<file path="src/design/assert_macros.svh">
// assertion macros for the rtl files (included by u8u16_emit)
`ifndef ASSERT_MACROS_SVH
`define ASSERT_MACROS_SVH

`ifndef SYNTHESIS
// property must hold at every clock edge out of reset
`define ASSERT_PROP(lbl, clk, rstn, prop, msg) \
    lbl: assert property (@(posedge clk) disable iff (!rstn) prop) else $error(msg);
// expression must never be true out of reset
`define ASSERT_NEVER(lbl, clk, rstn, expr, msg) \
    lbl: assert property (@(posedge clk) disable iff (!rstn) !(expr)) else $error(msg);
`else
`define ASSERT_PROP(lbl, clk, rstn, prop, msg)
`define ASSERT_NEVER(lbl, clk, rstn, expr, msg)
`endif

`endif

</file>
<file path="src/design/u8u16_pkg.sv">
// shared types, constants and helper functions of the utf-8 to utf-16 decoder
`default_nettype none

package u8u16_pkg;

    localparam int unsigned MAX_UNITS_DEF = 65536;

    localparam int BYTE_W     = 8;
    localparam int UNIT_W     = 16;
    localparam int TOTAL_W    = 17;
    localparam int STATUS_W   = 2;
    localparam int ACC_W      = 32;
    localparam int OUT_DATA_W = 40;
    localparam int OUT_PAD_W  = OUT_DATA_W - UNIT_W - TOTAL_W;

    localparam logic [ACC_W-1:0]  CP_LIMIT     = 32'h0011_0000;
    localparam logic [ACC_W-1:0]  BMP_MAX      = 32'h0000_FFFF;
    localparam logic [UNIT_W-1:0] SURR_HI_OFS  = 16'hD7C0;
    localparam logic [UNIT_W-1:0] SURR_LO_BASE = 16'hDC00;
    localparam logic [BYTE_W-1:0] CONT_MASK    = 8'h3F;
    localparam logic [1:0]        CONT_TAG     = 2'b10;

    typedef enum logic [STATUS_W-1:0] {
        ST_UNIT = 2'd0,
        ST_DONE = 2'd1,
        ST_FAIL = 2'd2
    } status_t;

    // results caused by one byte
    typedef struct packed {
        logic [UNIT_W-1:0]  unit0;
        logic [UNIT_W-1:0]  unit1;
        logic [1:0]         n_units;
        logic               closing;
        status_t            close_status;
        logic [TOTAL_W-1:0] total;
    } bundle_t;

    // largest value the next shorter form can carry
    function automatic logic [ACC_W-1:0] overlong_bound(input logic [2:0] cls);
        logic [ACC_W-1:0] bound;
        case (cls)
            3'd0:    bound = 32'h0000_007F;
            3'd1:    bound = 32'h0000_07FF;
            3'd2:    bound = 32'h0000_FFFF;
            3'd3:    bound = 32'h001F_FFFF;
            3'd4:    bound = 32'h03FF_FFFF;
            3'd5:    bound = 32'h7FFF_FFFF;
            default: bound = 32'hFFFF_FFFF;
        endcase
        return bound;
    endfunction

    // count of leading one bits of a byte
    function automatic logic [3:0] lead_ones(input logic [BYTE_W-1:0] b);
        logic [3:0] cnt;
        logic       run;
        cnt = 4'd0;
        run = 1'b1;
        for (int i = BYTE_W - 1; i >= 0; i--)
        begin
            if (run && b[i])
            begin
                cnt = cnt + 4'd1;
            end
            else
            begin
                run = 1'b0;
            end
        end
        return cnt;
    endfunction

endpackage

`default_nettype wire

</file>
<file path="src/design/u8u16_decode.sv">
// sequence state and per-byte decode of utf-8 into utf-16 units
`default_nettype none

module u8u16_decode #(
    parameter int unsigned MAX_UNITS = u8u16_pkg::MAX_UNITS_DEF
) (
    input  wire logic                           clk,
    input  wire logic                           rst_n,
    input  wire logic                           step,
    input  wire logic [u8u16_pkg::BYTE_W-1:0]   byte_in,
    input  wire logic                           eos,
    output u8u16_pkg::bundle_t                  bundle
);

    localparam int CNT_W = $clog2(MAX_UNITS + 1);

    logic [2:0]                      pend_reg, pend_next;
    logic [u8u16_pkg::ACC_W-1:0]     acc_reg, acc_next;
    logic [2:0]                      cls_reg, cls_next;
    logic                            fail_reg, fail_next;
    logic [CNT_W-1:0]                cnt_reg, cnt_next;

    logic [3:0]                      lead;
    logic [u8u16_pkg::ACC_W-1:0]     cp;
    logic [CNT_W:0]                  cnt_sum;
    logic [u8u16_pkg::UNIT_W-1:0]    u0, u1;
    logic [1:0]                      nu;

    always_comb
    begin
        pend_next = pend_reg;
        acc_next  = acc_reg;
        cls_next  = cls_reg;
        fail_next = fail_reg;
        cnt_next  = cnt_reg;
        u0        = '0;
        u1        = '0;
        nu        = 2'd0;
        lead      = u8u16_pkg::lead_ones(byte_in);
        cp        = {acc_reg[u8u16_pkg::ACC_W-7:0], byte_in[5:0]};
        cnt_sum   = '0;

        if (!fail_reg)
        begin
            if (pend_reg != 3'd0)
            begin
                if (byte_in[7:6] != u8u16_pkg::CONT_TAG)
                begin
                    fail_next = 1'b1;
                end
                else
                begin
                    acc_next  = cp;
                    pend_next = pend_reg - 3'd1;
                    if (pend_reg == 3'd1)
                    begin
                        if (cp <= u8u16_pkg::overlong_bound(cls_reg))
                        begin
                            fail_next = 1'b1;
                        end
                        else if (cp >= u8u16_pkg::CP_LIMIT)
                        begin
                            fail_next = 1'b1;
                        end
                        else if (cp <= u8u16_pkg::BMP_MAX)
                        begin
                            u0 = cp[15:0];
                            nu = 2'd1;
                        end
                        else
                        begin
                            // surrogate pair
                            u0 = cp[25:10] + u8u16_pkg::SURR_HI_OFS;
                            u1 = {6'd0, cp[9:0]} + u8u16_pkg::SURR_LO_BASE;
                            nu = 2'd2;
                        end
                    end
                end
            end
            else
            begin
                if (lead == 4'd0)
                begin
                    u0 = {8'd0, byte_in};
                    nu = 2'd1;
                end
                else if (lead == 4'd1 || lead >= 4'd7)
                begin
                    fail_next = 1'b1;
                end
                else
                begin
                    pend_next = lead[2:0] - 3'd1;
                    cls_next  = lead[2:0] - 3'd2;
                    acc_next  = {24'd0, byte_in & (u8u16_pkg::CONT_MASK >> (lead - 4'd1))};
                end
            end

            // capacity check drops every unit of the code point
            if (!fail_next && nu != 2'd0)
            begin
                cnt_sum = {1'b0, cnt_reg} + (CNT_W + 1)'(nu);
                if (cnt_sum > (CNT_W + 1)'(MAX_UNITS))
                begin
                    fail_next = 1'b1;
                    nu        = 2'd0;
                end
                else
                begin
                    cnt_next = cnt_sum[CNT_W-1:0];
                end
            end
        end

        // cut-off sequence at end of string
        if (eos && !fail_next && pend_next != 3'd0)
        begin
            fail_next = 1'b1;
        end

        bundle.unit0        = u0;
        bundle.unit1        = u1;
        bundle.n_units      = nu;
        bundle.closing      = eos;
        bundle.close_status = fail_next ? u8u16_pkg::ST_FAIL : u8u16_pkg::ST_DONE;
        bundle.total        = fail_next ? '0 : u8u16_pkg::TOTAL_W'(cnt_next);
    end

    always_ff @(posedge clk or negedge rst_n)
    begin
        if (!rst_n)
        begin
            pend_reg <= '0;
            acc_reg  <= '0;
            cls_reg  <= '0;
            fail_reg <= 1'b0;
            cnt_reg  <= '0;
        end
        else if (step)
        begin
            if (eos)
            begin
                pend_reg <= '0;
                acc_reg  <= '0;
                cls_reg  <= '0;
                fail_reg <= 1'b0;
                cnt_reg  <= '0;
            end
            else
            begin
                pend_reg <= pend_next;
                acc_reg  <= acc_next;
                cls_reg  <= cls_next;
                fail_reg <= fail_next;
                cnt_reg  <= cnt_next;
            end
        end
    end

endmodule

`default_nettype wire

</file>
<file path="src/design/u8u16_emit.sv">
// result register that hands out the results of one byte, one item per cycle while m_tready is high
`default_nettype none
`include "assert_macros.svh"

module u8u16_emit (
    input  wire logic                                clk,
    input  wire logic                                rst_n,
    input  wire logic                                load,
    input  wire u8u16_pkg::bundle_t                  bundle,
    output logic                                     can_load,
    output logic                                     m_tvalid,
    input  wire logic                                m_tready,
    output logic [u8u16_pkg::OUT_DATA_W-1:0]         m_tdata,
    output logic [u8u16_pkg::STATUS_W-1:0]           m_tuser,
    output logic                                     m_tlast
);

    u8u16_pkg::bundle_t               bun_reg;
    logic [1:0]                       left_reg;
    logic [1:0]                       pos_reg;

    logic                             is_unit;
    logic [u8u16_pkg::UNIT_W-1:0]     code;
    logic [u8u16_pkg::TOTAL_W-1:0]    total;
    u8u16_pkg::status_t               status;

    assign m_tvalid = (left_reg != 2'd0);
    assign can_load = (left_reg == 2'd0) || (left_reg == 2'd1 && m_tready);

    always_comb
    begin
        is_unit = (pos_reg < bun_reg.n_units);
        if (is_unit)
        begin
            code   = (pos_reg == 2'd0) ? bun_reg.unit0 : bun_reg.unit1;
            status = u8u16_pkg::ST_UNIT;
            total  = '0;
        end
        else
        begin
            code   = '0;
            status = bun_reg.close_status;
            total  = bun_reg.total;
        end
    end

    assign m_tdata = {{u8u16_pkg::OUT_PAD_W{1'b0}}, total, code};
    assign m_tuser = status;
    assign m_tlast = (left_reg == 2'd1);

    // payload only changes on load
    always_ff @(posedge clk)
    begin
        if (load)
        begin
            bun_reg <= bundle;
        end
    end

    always_ff @(posedge clk or negedge rst_n)
    begin
        if (!rst_n)
        begin
            left_reg <= 2'd0;
            pos_reg  <= 2'd0;
        end
        else if (load)
        begin
            left_reg <= bundle.n_units + {1'b0, bundle.closing};
            pos_reg  <= 2'd0;
        end
        else if (m_tvalid && m_tready)
        begin
            left_reg <= left_reg - 2'd1;
            pos_reg  <= pos_reg + 2'd1;
        end
    end

    `ASSERT_PROP(a_close_is_last, clk, rst_n,
        (m_tvalid && m_tuser != u8u16_pkg::ST_UNIT) |-> m_tlast,
        "closing item not marked last")
    `ASSERT_PROP(a_fail_no_payload, clk, rst_n,
        (m_tvalid && m_tuser == u8u16_pkg::ST_FAIL) |-> (m_tdata == '0),
        "failed closing item carries data")
    `ASSERT_PROP(a_drained_idle, clk, rst_n,
        (m_tvalid && m_tready && m_tlast && !load) |=> !m_tvalid,
        "output still valid after last item taken")

endmodule

`default_nettype wire

</file>
<file path="src/design/utf8_to_utf16_decoder.sv">
// top level of the utf-8 to utf-16 string decoder
`default_nettype none

// utf-8 to utf-16 decoder: takes one utf-8 byte per item on the s_ side, with
// s_tlast marking the final byte of a string, and gives utf-16 code units on
// the m_ side (a surrogate pair above 0xffff). on the final byte a closing item
// follows with status done and the unit count, or status failed when anything
// in the string was malformed (lone or missing continuation, cut-off sequence,
// overlong form, value of 0x110000 or more, lead byte 0xfe/0xff, or more than
// MAX_UNITS units). after a failure the rest of the string gives no units.
// timing: an accepted byte waits in the input register until the result
// register can take its results, is decoded in one pass against the sequence
// state and is loaded into the result register, which hands out its results.
// a byte that gives at most one result is taken every cycle while m_tready is
// high; a byte giving n results (up to three: a surrogate pair plus the
// closing item) holds the result register until all are taken, since the
// output hands out one item per cycle while m_tready is high. one further byte
// can be taken into the input register while a result waits on m_tready.
module utf8_to_utf16_decoder #(
    parameter int unsigned MAX_UNITS = u8u16_pkg::MAX_UNITS_DEF
) (
    input  wire logic                                clk,
    input  wire logic                                rst_n,
    // input items
    input  wire logic                                s_tvalid,
    output logic                                     s_tready,
    input  wire logic [7:0]                          s_tdata,   // [7:0] byte_in
    input  wire logic                                s_tlast,   // end_of_string
    // result items
    output logic                                     m_tvalid,
    input  wire logic                                m_tready,
    output logic [u8u16_pkg::OUT_DATA_W-1:0]         m_tdata,   // [15:0] code_unit, [32:16] unit_total, rest zero
    output logic [u8u16_pkg::STATUS_W-1:0]           m_tuser,   // [1:0] status
    output logic                                     m_tlast    // last_of_run
);

    // input register
    logic                              in_valid_reg;
    logic [u8u16_pkg::BYTE_W-1:0]      in_byte_reg;
    logic                              in_eos_reg;

    logic                              can_load;
    logic                              advance;
    u8u16_pkg::bundle_t                bundle;

    // byte moves into decode when the result register can take its results
    assign advance  = in_valid_reg && can_load;
    assign s_tready = !in_valid_reg || advance;

    always_ff @(posedge clk or negedge rst_n)
    begin
        if (!rst_n)
        begin
            in_valid_reg <= 1'b0;
        end
        else if (s_tready)
        begin
            in_valid_reg <= s_tvalid;
        end
    end

    always_ff @(posedge clk)
    begin
        if (s_tvalid && s_tready)
        begin
            in_byte_reg <= s_tdata;
            in_eos_reg  <= s_tlast;
        end
    end

    // sequence state and single-pass decode
    u8u16_decode #(
        .MAX_UNITS (MAX_UNITS)
    ) u_decode (
        .clk     (clk),
        .rst_n   (rst_n),
        .step    (advance),
        .byte_in (in_byte_reg),
        .eos     (in_eos_reg),
        .bundle  (bundle)
    );

    // result register and output sequencing
    u8u16_emit u_emit (
        .clk      (clk),
        .rst_n    (rst_n),
        .load     (advance),
        .bundle   (bundle),
        .can_load (can_load),
        .m_tvalid (m_tvalid),
        .m_tready (m_tready),
        .m_tdata  (m_tdata),
        .m_tuser  (m_tuser),
        .m_tlast  (m_tlast)
    );

endmodule

`default_nettype wire

</file>
<file path="config.mk">
export PLATFORM = sky130hd
export DESIGN_NAME = utf8_to_utf16_decoder
export DESIGN_NICKNAME = d
export VERILOG_FILES = /design/src/design/u8u16_pkg.sv /design/src/design/u8u16_decode.sv /design/src/design/u8u16_emit.sv /design/src/design/utf8_to_utf16_decoder.sv
export VERILOG_INCLUDE_DIRS = /design/src /design/src/design
export SDC_FILE = /design/constraint.sdc
export NUM_CORES = 1
export LEC_CHECK = 0
export ABC_CLOCK_PERIOD_IN_PS = 11800
export BUFFER_PORTS_ARGS = -buffer_cell sky130_fd_sc_hd__clkbuf_2
export CORE_ASPECT_RATIO = 0.8
export CORE_MARGIN = 3
export CORE_UTILIZATION = 58
export CTS_CLUSTER_SIZE = 12
export DETAILED_ROUTE_END_ITERATION = 10
export PLACE_DENSITY = 0.77
export SYNTH_ARGS = -nofsm -noshare
export SYNTH_HDL_FRONTEND = slang
export SYNTH_HIERARCHICAL = 1
export SYNTH_SLANG_ARGS = --single-unit
export TNS_END_PERCENT = 1
</file>
<file path="constraint.sdc">
create_clock -name clk -period 11.8 [get_ports clk]
set_clock_uncertainty 0.05 [all_clocks]
set_input_delay 0.59 -clock clk [delete_from_list [all_inputs] [get_ports clk]]
set_output_delay 0.59 -clock clk [all_outputs]
set_load 0.01 [all_outputs]
</file>
# After elaboration in Yosys (flattened, before gate mapping)
# Index checks and enable logic that the tools add are counted.
# word_totals
output_inout_bits,45
inputBits,13
reg_bits,117
elab_cells,171
# op_classes
mux,81
bitwise,3
eq_ne,16
n_shift,1
n_lt_le_gt_ge,6
n_addsub,17
reduce_logical,32
# ops
cell,n
$pmux W32 S6,1
$mux W26,6
$mux W16,8
$mux W32,4
$mux W17,5
$mux W3,11
$ge A32 B21 Y1 const B,1
$le A32 B16 Y1 const B,1
$le A32 B32 Y1,1
$mux W2,16
$add A4 B1 Y4 const B,7
$mux W4,7
$mux W1,22
$add A17 B2 Y18,1
$gt A18 B17 Y1 const B,1
$add A11 B15 Y16 const B,1
$add A16 B16 Y16 const B,1
$logic_and A1 B1 Y1,14
$ne A2 B2 Y1 const B,5
$reduce_and A5 Y1,2
$and A8 B8 Y8,1
$mux W8,1
$shr A6 B4 Y8 const A,1
$reduce_or A7 Y1,1
23 further kinds,37

# Longest topological paths before layout
# Gate-level depths: netlist of run 1.
# depth
word_depth,30
ltp_mapped,40
ltp_nobuf,37

# Cells and area by module
# The synthesis of run 1 kept the hierarchy.
# modules_own_cells
module,seq_area_each_um2,area_per_inst_um2,cells_each,n_inst
u8u16_decode,1251.2,5820.6,724,1
u8u16_emit,1691.6,2376.0,150,1
utf8_to_utf16_decoder,295.3,330.3,14,1

# Worst setup path before layout of run 1
# Ideal clock, no wire load.
# synth_timing
path_kind,reg-to-reg
startpoint,register in_byte_reg[7] (netlist bit)
endpoint,register u_emit.left_reg[1]
arrival_ns,8.263
path_slack_ns,3.268
path_buffers,3
stages_incl_launch_ff,41
synth_period_minus_slack_ns,8.532
path_cell_list,edfxtp_1 nand2_2 clkinv_1 ha_1 o21a_1 ha_1 mux2i_1 a21oi_1 ha_1 mux2_2 ha_1 mux2_2 o22ai_1 nor2_1 ha_1 nand2_1 o22ai_1 ha_1 (+5 left out) and2_1 ha_1 fa_1 and4_1 clkbuf_1 and3_1 mux2_2 o22ai_1 and4_1 a31o_2 buf_2 clkbuf_1 nor3_1 nor2_1 ha_1 xor2_1 nand2_1 o311ai_0
# synth_lines
item,line,rtl
"start, declared",utf8_to_utf16_decoder.sv:39,logic [u8u16_pkg::BYTE_W-1:0] in_byte_reg;
"start signal, assigned",utf8_to_utf16_decoder.sv:66,in_byte_reg <= s_tdata;
"end signal, assigned",u8u16_emit.sv:69,"left_reg <= bundle.n_units + {1'b0, bundle.closing};"
"end signal, assigned",u8u16_emit.sv:74,left_reg <= left_reg - 2'd1;
"end, declared",u8u16_emit.sv:19,logic [1:0] left_reg;

# Worst setup path after layout of run 1
# layout_timing
startpoint,register in_byte_reg[7] (netlist bit)
endpoint,"register u_emit/bun_reg[15] (netlist bit), data pin"
# layout_between
elab_chain_len,29
word_cells_on_any_way,65
cone_classes,add/sub: 9; order compare: 2; eq/ne: 2; mux: 36; reduce/logical: 16
# layout_lines
item,line,rtl
"parallel branches: the longest is 29 deep, another holds $add A4 B1 Y4",--,
"end signal, assigned",u8u16_emit.sv:56,bun_reg <= bundle;
"end, declared",u8u16_emit.sv:18,u8u16_pkg::bundle_t bun_reg;
# Parallel ways; which one is timed is not known. The select of a mux whose other input is x is not followed.
# A chain may end at the register's enable or synchronous reset.

==> results of run 1 <==
-- metal layers --
metal | wire (um) | GRT usage | up-vias
met4 | 279 | 0.0659 | 0
met3 | 2410 | 0.0810 | 30
li1 | - | - | 3334
met5 | 0 | 0 | -
met2 | 9000 | 0.385 | 371
met1 | 10200 | 0.422 | 3394
-- per-stage QoR --
| step | total power, mW | hold slack, ps | std cells | cell area (sq um) |
|---|---|---|---|---|
| after global placement | 1.90 | 467 | 1074 | 8740 |
| after detailed placement | 1.93 | 481 | 1074 | 8740 |
| after global routing | 2.60 | 287 | 1106 | 9290 |
| after CTS | 2.42 | 284 | 1106 | 9290 |
| after floorplan | 1.62 | 244 | 894 | 8550 |
| final | 2.44 | 257 | 1106 | 9290 |
-- cell type report --
class / instances / area [sq um]
clock buffer: 18 / 429
clock inverter: 14 / 120
fill: 1084 / 4690
inverter: 48 / 180
multi-input combinational: 671 / 4780
sequential: 117 / 3240
tap: 180 / 225
timing repair buffer: 58 / 310
-- kinds of logic after synthesis --
family                     count (synthesis)  synth area share
and+or+nand+nor                          337             0.220
AOI/OAI and AO/OA                        206             0.177
other                                      2          0.000881
DFF                                      117             0.380
buffers and inverters                    106            0.0621
adders and majority gates                 50            0.0742
muxes                                     52            0.0640
xor gates and xnor gates                  18            0.0219
-- how the worst min path moves through the flow --
| stage | start | endpoint | slack, ps |
|---|---|---|---|
| floorplan | rst_n | in_valid_reg | 240 |
| global placement | u_decode/acc_reg[20] | u_decode/acc_reg[20] | 470 |
| detailed placement | u_decode/acc_reg[20] | u_decode/acc_reg[20] | 480 |
| CTS | s_tdata[1] | in_byte_reg[1] | 280 |
| global route | s_tdata[1] | in_byte_reg[1] | 290 |
| finish | rst_n | u_decode/pend_reg[2] | 260 |
-- cells in the mapped netlist, drive strengths merged (5+ instances only) --
cell / count / share of area
a211oi: 18 / 0.018
a21boi: 7 / 0.0066
a21o: 5 / 0.0053
a21oi: 38 / 0.022
a22oi: 8 / 0.0070
a41oi: 11 / 0.012
and2: 41 / 0.034
and3: 9 / 0.0066
and4: 5 / 0.0051
buf: 35 / 0.031
clkbuf: 23 / 0.010
dfrtp: 55 / 0.16
edfxtp: 62 / 0.22
ha: 49 / 0.072
inv: 46 / 0.020
mux2: 17 / 0.023
mux2i: 35 / 0.041
nand2: 71 / 0.032
nand2b: 14 / 0.012
nand3: 12 / 0.0082
nand4: 20 / 0.015
nor2: 69 / 0.031
nor2b: 7 / 0.0051
nor3: 37 / 0.024
nor4: 14 / 0.015
o211ai: 5 / 0.0044
o21ai: 52 / 0.031
o41ai: 8 / 0.0082
or3: 18 / 0.013
xnor2: 14 / 0.014
-- worst max-delay path, delay by kind of cell, from the launching register on --
family                   cells  cell delay (ps)
AND/OR/NAND/NOR             13             3480
adder cells (fa/ha/maj)      9             2840
AO/OA/AOI/OAI                7             1710
multiplexers                 4             1010
flip-flops                   1              480
buffers and inverters        1              290
-- cell usage in the layout, fill, tap and decap left out, types with 25 or more instances in the layout --
cell type / instances
dfrtp_1: 55
mux2i_1: 35
ha_1: 49
nor2_1: 68
o21ai_0: 51
and2_1: 25
a21oi_1: 38
inv_1: 46
nor3_1: 35
nand2_1: 69
clkbuf_2: 50
edfxtp_1: 62
-- power groups by stage --
stage,combinational (mW),sequential (mW),clock [mW]
floorplan,0.982,0.643,0
global placement,1.22,0.680,0
detailed placement,1.24,0.686,0
CTS,1.25,0.680,0.490
global route,1.40,0.695,0.512
finish,1.28,0.682,0.486
==> results.sh, run 1 <==
export IMPL_status="finished, final reports clean"
export IMPL_wl_mm=21.9
export IMPL_coreArea_sq_um=14000
export IMPL_ctsRootBufferMaster="clkbuf_16"
export IMPL_rsz0062_at_grt="false"
export IMPL_area_delta_synth_final_pct=8.91
export IMPL_worstSkewPairLatency_ps=430
export IMPL_largest_reg_flops=53
export IMPL_hold_violations=0
export IMPL_initial_utilization=0.610
export IMPL_crit_end="u_emit/bun_reg[15]"
export IMPL_p_seq_frac=0.279
export IMPL_die_h_um=114
export IMPL_drt_pass1_iter_count=5
export IMPL_cts_sinks=117
export IMPL_grt_max_degree=76
export IMPL_finalMaxSlewViolations=0
export IMPL_max_stage_delay_ps=660
export IMPL_cts_buffers_inserted=17
export IMPL_drt_initial_drc_count=941
export IMPL_p_leak_nw=3.93
export IMPL_setup_ws_ps=1750
export IMPL_antenna_cells=0
export IMPL_synth_distinct_cells=96
export IMPL_hold_path_class="input pin to asynchronous set/reset pin"
export IMPL_power_density_nw_per_um2=263
export IMPL_h_tree_depth=4
export IMPL_cp_startpoint="in_byte_reg[7]"
export IMPL_ys_warn_count=6
export IMPL_dpl_hpwl_mm=15.4
export IMPL_slew_limit_headroom=0.185
export IMPL_ir_worst_vdd_mv=0.291
export IMPL_max_cap_violations=0
export IMPL_cts_hold_buf=0
export IMPL_synth_seq_area_share=0.380
export IMPL_place_ws_ps=2000
export IMPL_syn_avg_cell_area_sq_um=9.60
export IMPL_layout_drive_gt1_share=0.156
export IMPL_post_cts_buffers=0
export IMPL_synthFlopType="edfxtp_1"
export IMPL_pwr_share_clk=0.199
export IMPL_synth_cells=888
export IMPL_finalCritPeriodShare=0.852
export IMPL_critPathMostFrequentCell="ha_1"
export IMPL_ys_ff_latch=117
export IMPL_setup_violations=0
export IMPL_tightest_slew_ps=1210
export IMPL_gp_congestion=0.945
export IMPL_die_x_um=142
export IMPL_synthesis_area_sq_um=8530
export IMPL_grt_ovfl_total=0
export IMPL_cts_tree="done"
export IMPL_portBuffers=50
export IMPL_post_drt_wl_per_cell_um=19.8
export IMPL_ff2ff_setup_slack_ps=1750
export IMPL_cts_resized_gates=0
export IMPL_postRouteAntennaNets=0
export IMPL_rr_endpoint="u_emit/bun_reg[15]"
export IMPL_cts_buffer_depth=2
export IMPL_max_freq_mhz=99.5
export IMPL_drcViolationCount=0
export IMPL_worst_path_max_fanout=33
export IMPL_synthArstFlopShare=0.470
export IMPL_regToRegStartpoint="in_byte_reg[7]"
export IMPL_grt_pass1_wl_mm=35.1
export IMPL_grt_usage=0.276
export IMPL_viasPerCell=6.45
export IMPL_arrival_ps=10250
export IMPL_grt_pass1_vias=6468
export IMPL_switching_share=0.458
export IMPL_cp_required_ps=12000
export IMPL_cp_start_kind="register"
export IMPL_vias=7129
export IMPL_antenna_found_initial=0
export IMPL_utilization=0.664
export IMPL_netSwitchingPower_mw=1.12
export IMPL_p_comb_frac=0.522
export IMPL_end_kind="register"
export IMPL_slowest_stage="nor4_1"
export IMPL_final_nets=976
export IMPL_path_class="register to register"
export IMPL_internal_power_mw=1.33
export IMPL_ios=58
export IMPL_ff2ff_path_depth=34
export IMPL_rows=38
export IMPL_path_clk_slew_ps=70
export IMPL_finalSetupTns_ps=0
export IMPL_die_area_sq_um=16200
export IMPL_synth_edf_count=62
export IMPL_fin_crit_ps=10050
Note: power is estimated with default switching activity, not from simulation.
==> run 2: changes to the inputs <==
BUFFER_PORTS_ARGS = not set   (was -buffer_cell sky130_fd_sc_hd__clkbuf_2)
DONT_BUFFER_PORTS = 1   (was not set)
PLACE_DENSITY = 0.74   (was 0.77)
TNS_END_PERCENT = not set   (was 1)
==> run 2 against run 1 <==
Wire length rose by 0.52%. First-iteration DRC count rose by 2.9%. Sequential power barely moved. Register-to-register slack improved by 20 ps. Via count fell by 0.80%. Worst setup slack improved by 24 ps. Sequential share of layout area rose by 0.56 points. Global-route usage rose by 0.16 points. Count of clock-buffer cells in the layout fell by 1. Hold slack got worse by 38 ps. Fmax rose by 0.24%. Clock power rose by 12%. Largest power group unchanged.
==> results.sh, run 2 (same netlist as run 1, synthesis figures left out) <==
export IMPL_power_density_nw_per_um2=266
export IMPL_post_drt_wl_per_cell_um=20.8
export IMPL_max_cap_violations=0
export IMPL_worstSkewPairLatency_ps=420
export IMPL_antenna_found_initial=0
export IMPL_cts_resized_gates=0
export IMPL_postRouteAntennaNets=0
export IMPL_cts_buffers_inserted=17
export IMPL_ff2ff_path_depth=34
export IMPL_ir_worst_vdd_mv=0.306
export IMPL_max_stage_delay_ps=670
export IMPL_final_nets=927
export IMPL_p_leak_nw=3.76
export IMPL_cp_required_ps=11990
export IMPL_viasPerCell=6.69
export IMPL_tightest_slew_ps=1270
export IMPL_cp_start_kind="register"
export IMPL_slowest_stage="nor4_1"
export IMPL_fin_crit_ps=10020
export IMPL_portBuffers=0
export IMPL_worst_path_max_fanout=33
export IMPL_drt_pass1_iter_count=5
export IMPL_grt_usage=0.278
export IMPL_whs_ps=219
export IMPL_finalMaxSlewViolations=0
export IMPL_utilization=0.654
export IMPL_hold_violations=0
export IMPL_h_tree_depth=4
export IMPL_slew_limit_headroom=0.149
export IMPL_ios=58
export IMPL_hold_path_class="input pin to register"
export IMPL_grt_max_degree=76
export IMPL_die_x_um=142
export IMPL_vias=7072
export IMPL_grt_pass1_wl_mm=35.6
export IMPL_power_total_mw=2.43
export IMPL_finalCritPeriodShare=0.849
export IMPL_drcViolationCount=0
export IMPL_ctsRootBufferMaster="clkbuf_16"
export IMPL_final_cells=1057
export IMPL_cts_buffer_depth=2
export IMPL_status="finished, final reports clean"
export IMPL_antenna_cells=0
export IMPL_arrival_ps=10210
export IMPL_wl_mm=22.0
export IMPL_finalSetupTns_ps=0
export IMPL_initial_utilization=0.610
export IMPL_drt_initial_drc_count=968
export IMPL_gp_congestion=1.06
export IMPL_cts_sinks=117
export IMPL_rsz0062_at_grt="false"
export IMPL_cts_tree="done"
export IMPL_critPathMostFrequentCell="ha_1"
export IMPL_grt_pass1_vias=6620
export IMPL_die_h_um=114
export IMPL_coreArea_sq_um=14000
export IMPL_largest_reg_flops=53
export IMPL_dpl_hpwl_mm=15.5
export IMPL_end_kind="register"
export IMPL_area_delta_synth_final_pct=7.18
export IMPL_place_inst=1023
export IMPL_rows=38
export IMPL_max_freq_mhz=99.8
export IMPL_final_cell_mix="nand2_1 (69), nor2_1 (68), edfxtp_1 (62)"
export IMPL_die_area_sq_um=16200
export IMPL_setup_violations=0
export IMPL_path_class="register to register"
export IMPL_path_clk_slew_ps=60
export IMPL_grt_ovfl_total=0
export IMPL_holdPathStages=0
export IMPL_layout_drive_gt1_share=0.107
export IMPL_layout_commonest_cell="nand2_1"
==> run 2: cell count changes in the layout (fill, tap and decap cells not counted), moves of 2 or more <==
cell | previous run | this run
bufinv_16 | 0 | 3
clkbuf_2 | 50 | 0
clkinvlp_4 | 4 | 1
inv_6 | 5 | 2
inv_8 | 1 | 3
==> run 2: worst max-delay path: cells and delay by family (launching register included) <==
kind	cells	cell delay, ps
and+or+nand+nor	13	3520
adders and majority gates	9	2850
DFF	1	480
AOI/OAI and AO/OA	7	1660
buffers and inverters	1	290
muxes	4	1000
==> run 2: through the flow <==
stage / setup WS [ps] / cell area (sq um)
floorplan: 3270 / 8550
finish: 1780 / 9140
global placement: 2470 / 8480
detailed placement: 2000 / 8480
global route: 931 / 9140
CTS: 1980 / 9140
==> run 2: what timing repair did <==
item / CTS / global route
endpoints found under the hold margin: 55 / 0
hold buffers: 2 / 0
buffers inserted: 0 / 0
==> run 2: cell type report <==
type                       instances  area, sq um
timing repair buffer               9         90.1
inverter                          48          180
fill                            1094         4840
tap                              180          225
multi-input combinational        671         4780
clock inverter                    15          196
clock buffer                      17          425
sequential                       117         3240
==> run 2: metal layers <==
metal | vias up | global-route usage | part of all wire
li1 | 3225 | - | -
met1 | 3436 | 0.417 | 0.46
met2 | 384 | 0.406 | 0.43
met3 | 27 | 0.0701 | 0.10
met4 | 0 | 0.0639 | 0.010
met5 | - | 0 | 0
==> run 2: worst paths after layout <==
check	from	end	slack (ps)
worst max register to register	in_byte_reg[6]	u_emit/bun_reg[16]	1780
max in group asynchronous	rst_n	u_decode/cnt_reg[2]	10790
worst max-delay path	in_byte_reg[6]	u_emit/bun_reg[16]	1780
min in group asynchronous	rst_n	u_decode/acc_reg[24]	650
worst min-delay path	s_tdata[0]	in_byte_reg[0]	220
worst min register to register	u_decode/acc_reg[20]	u_decode/acc_reg[20]	490
==> run 2: where the power goes <==
group	total (mW)	internal, mW	switching [mW]
Clock	0.544	0.338	0.206
Sequential	0.684	0.585	0.0996
Combinational	1.20	0.411	0.791
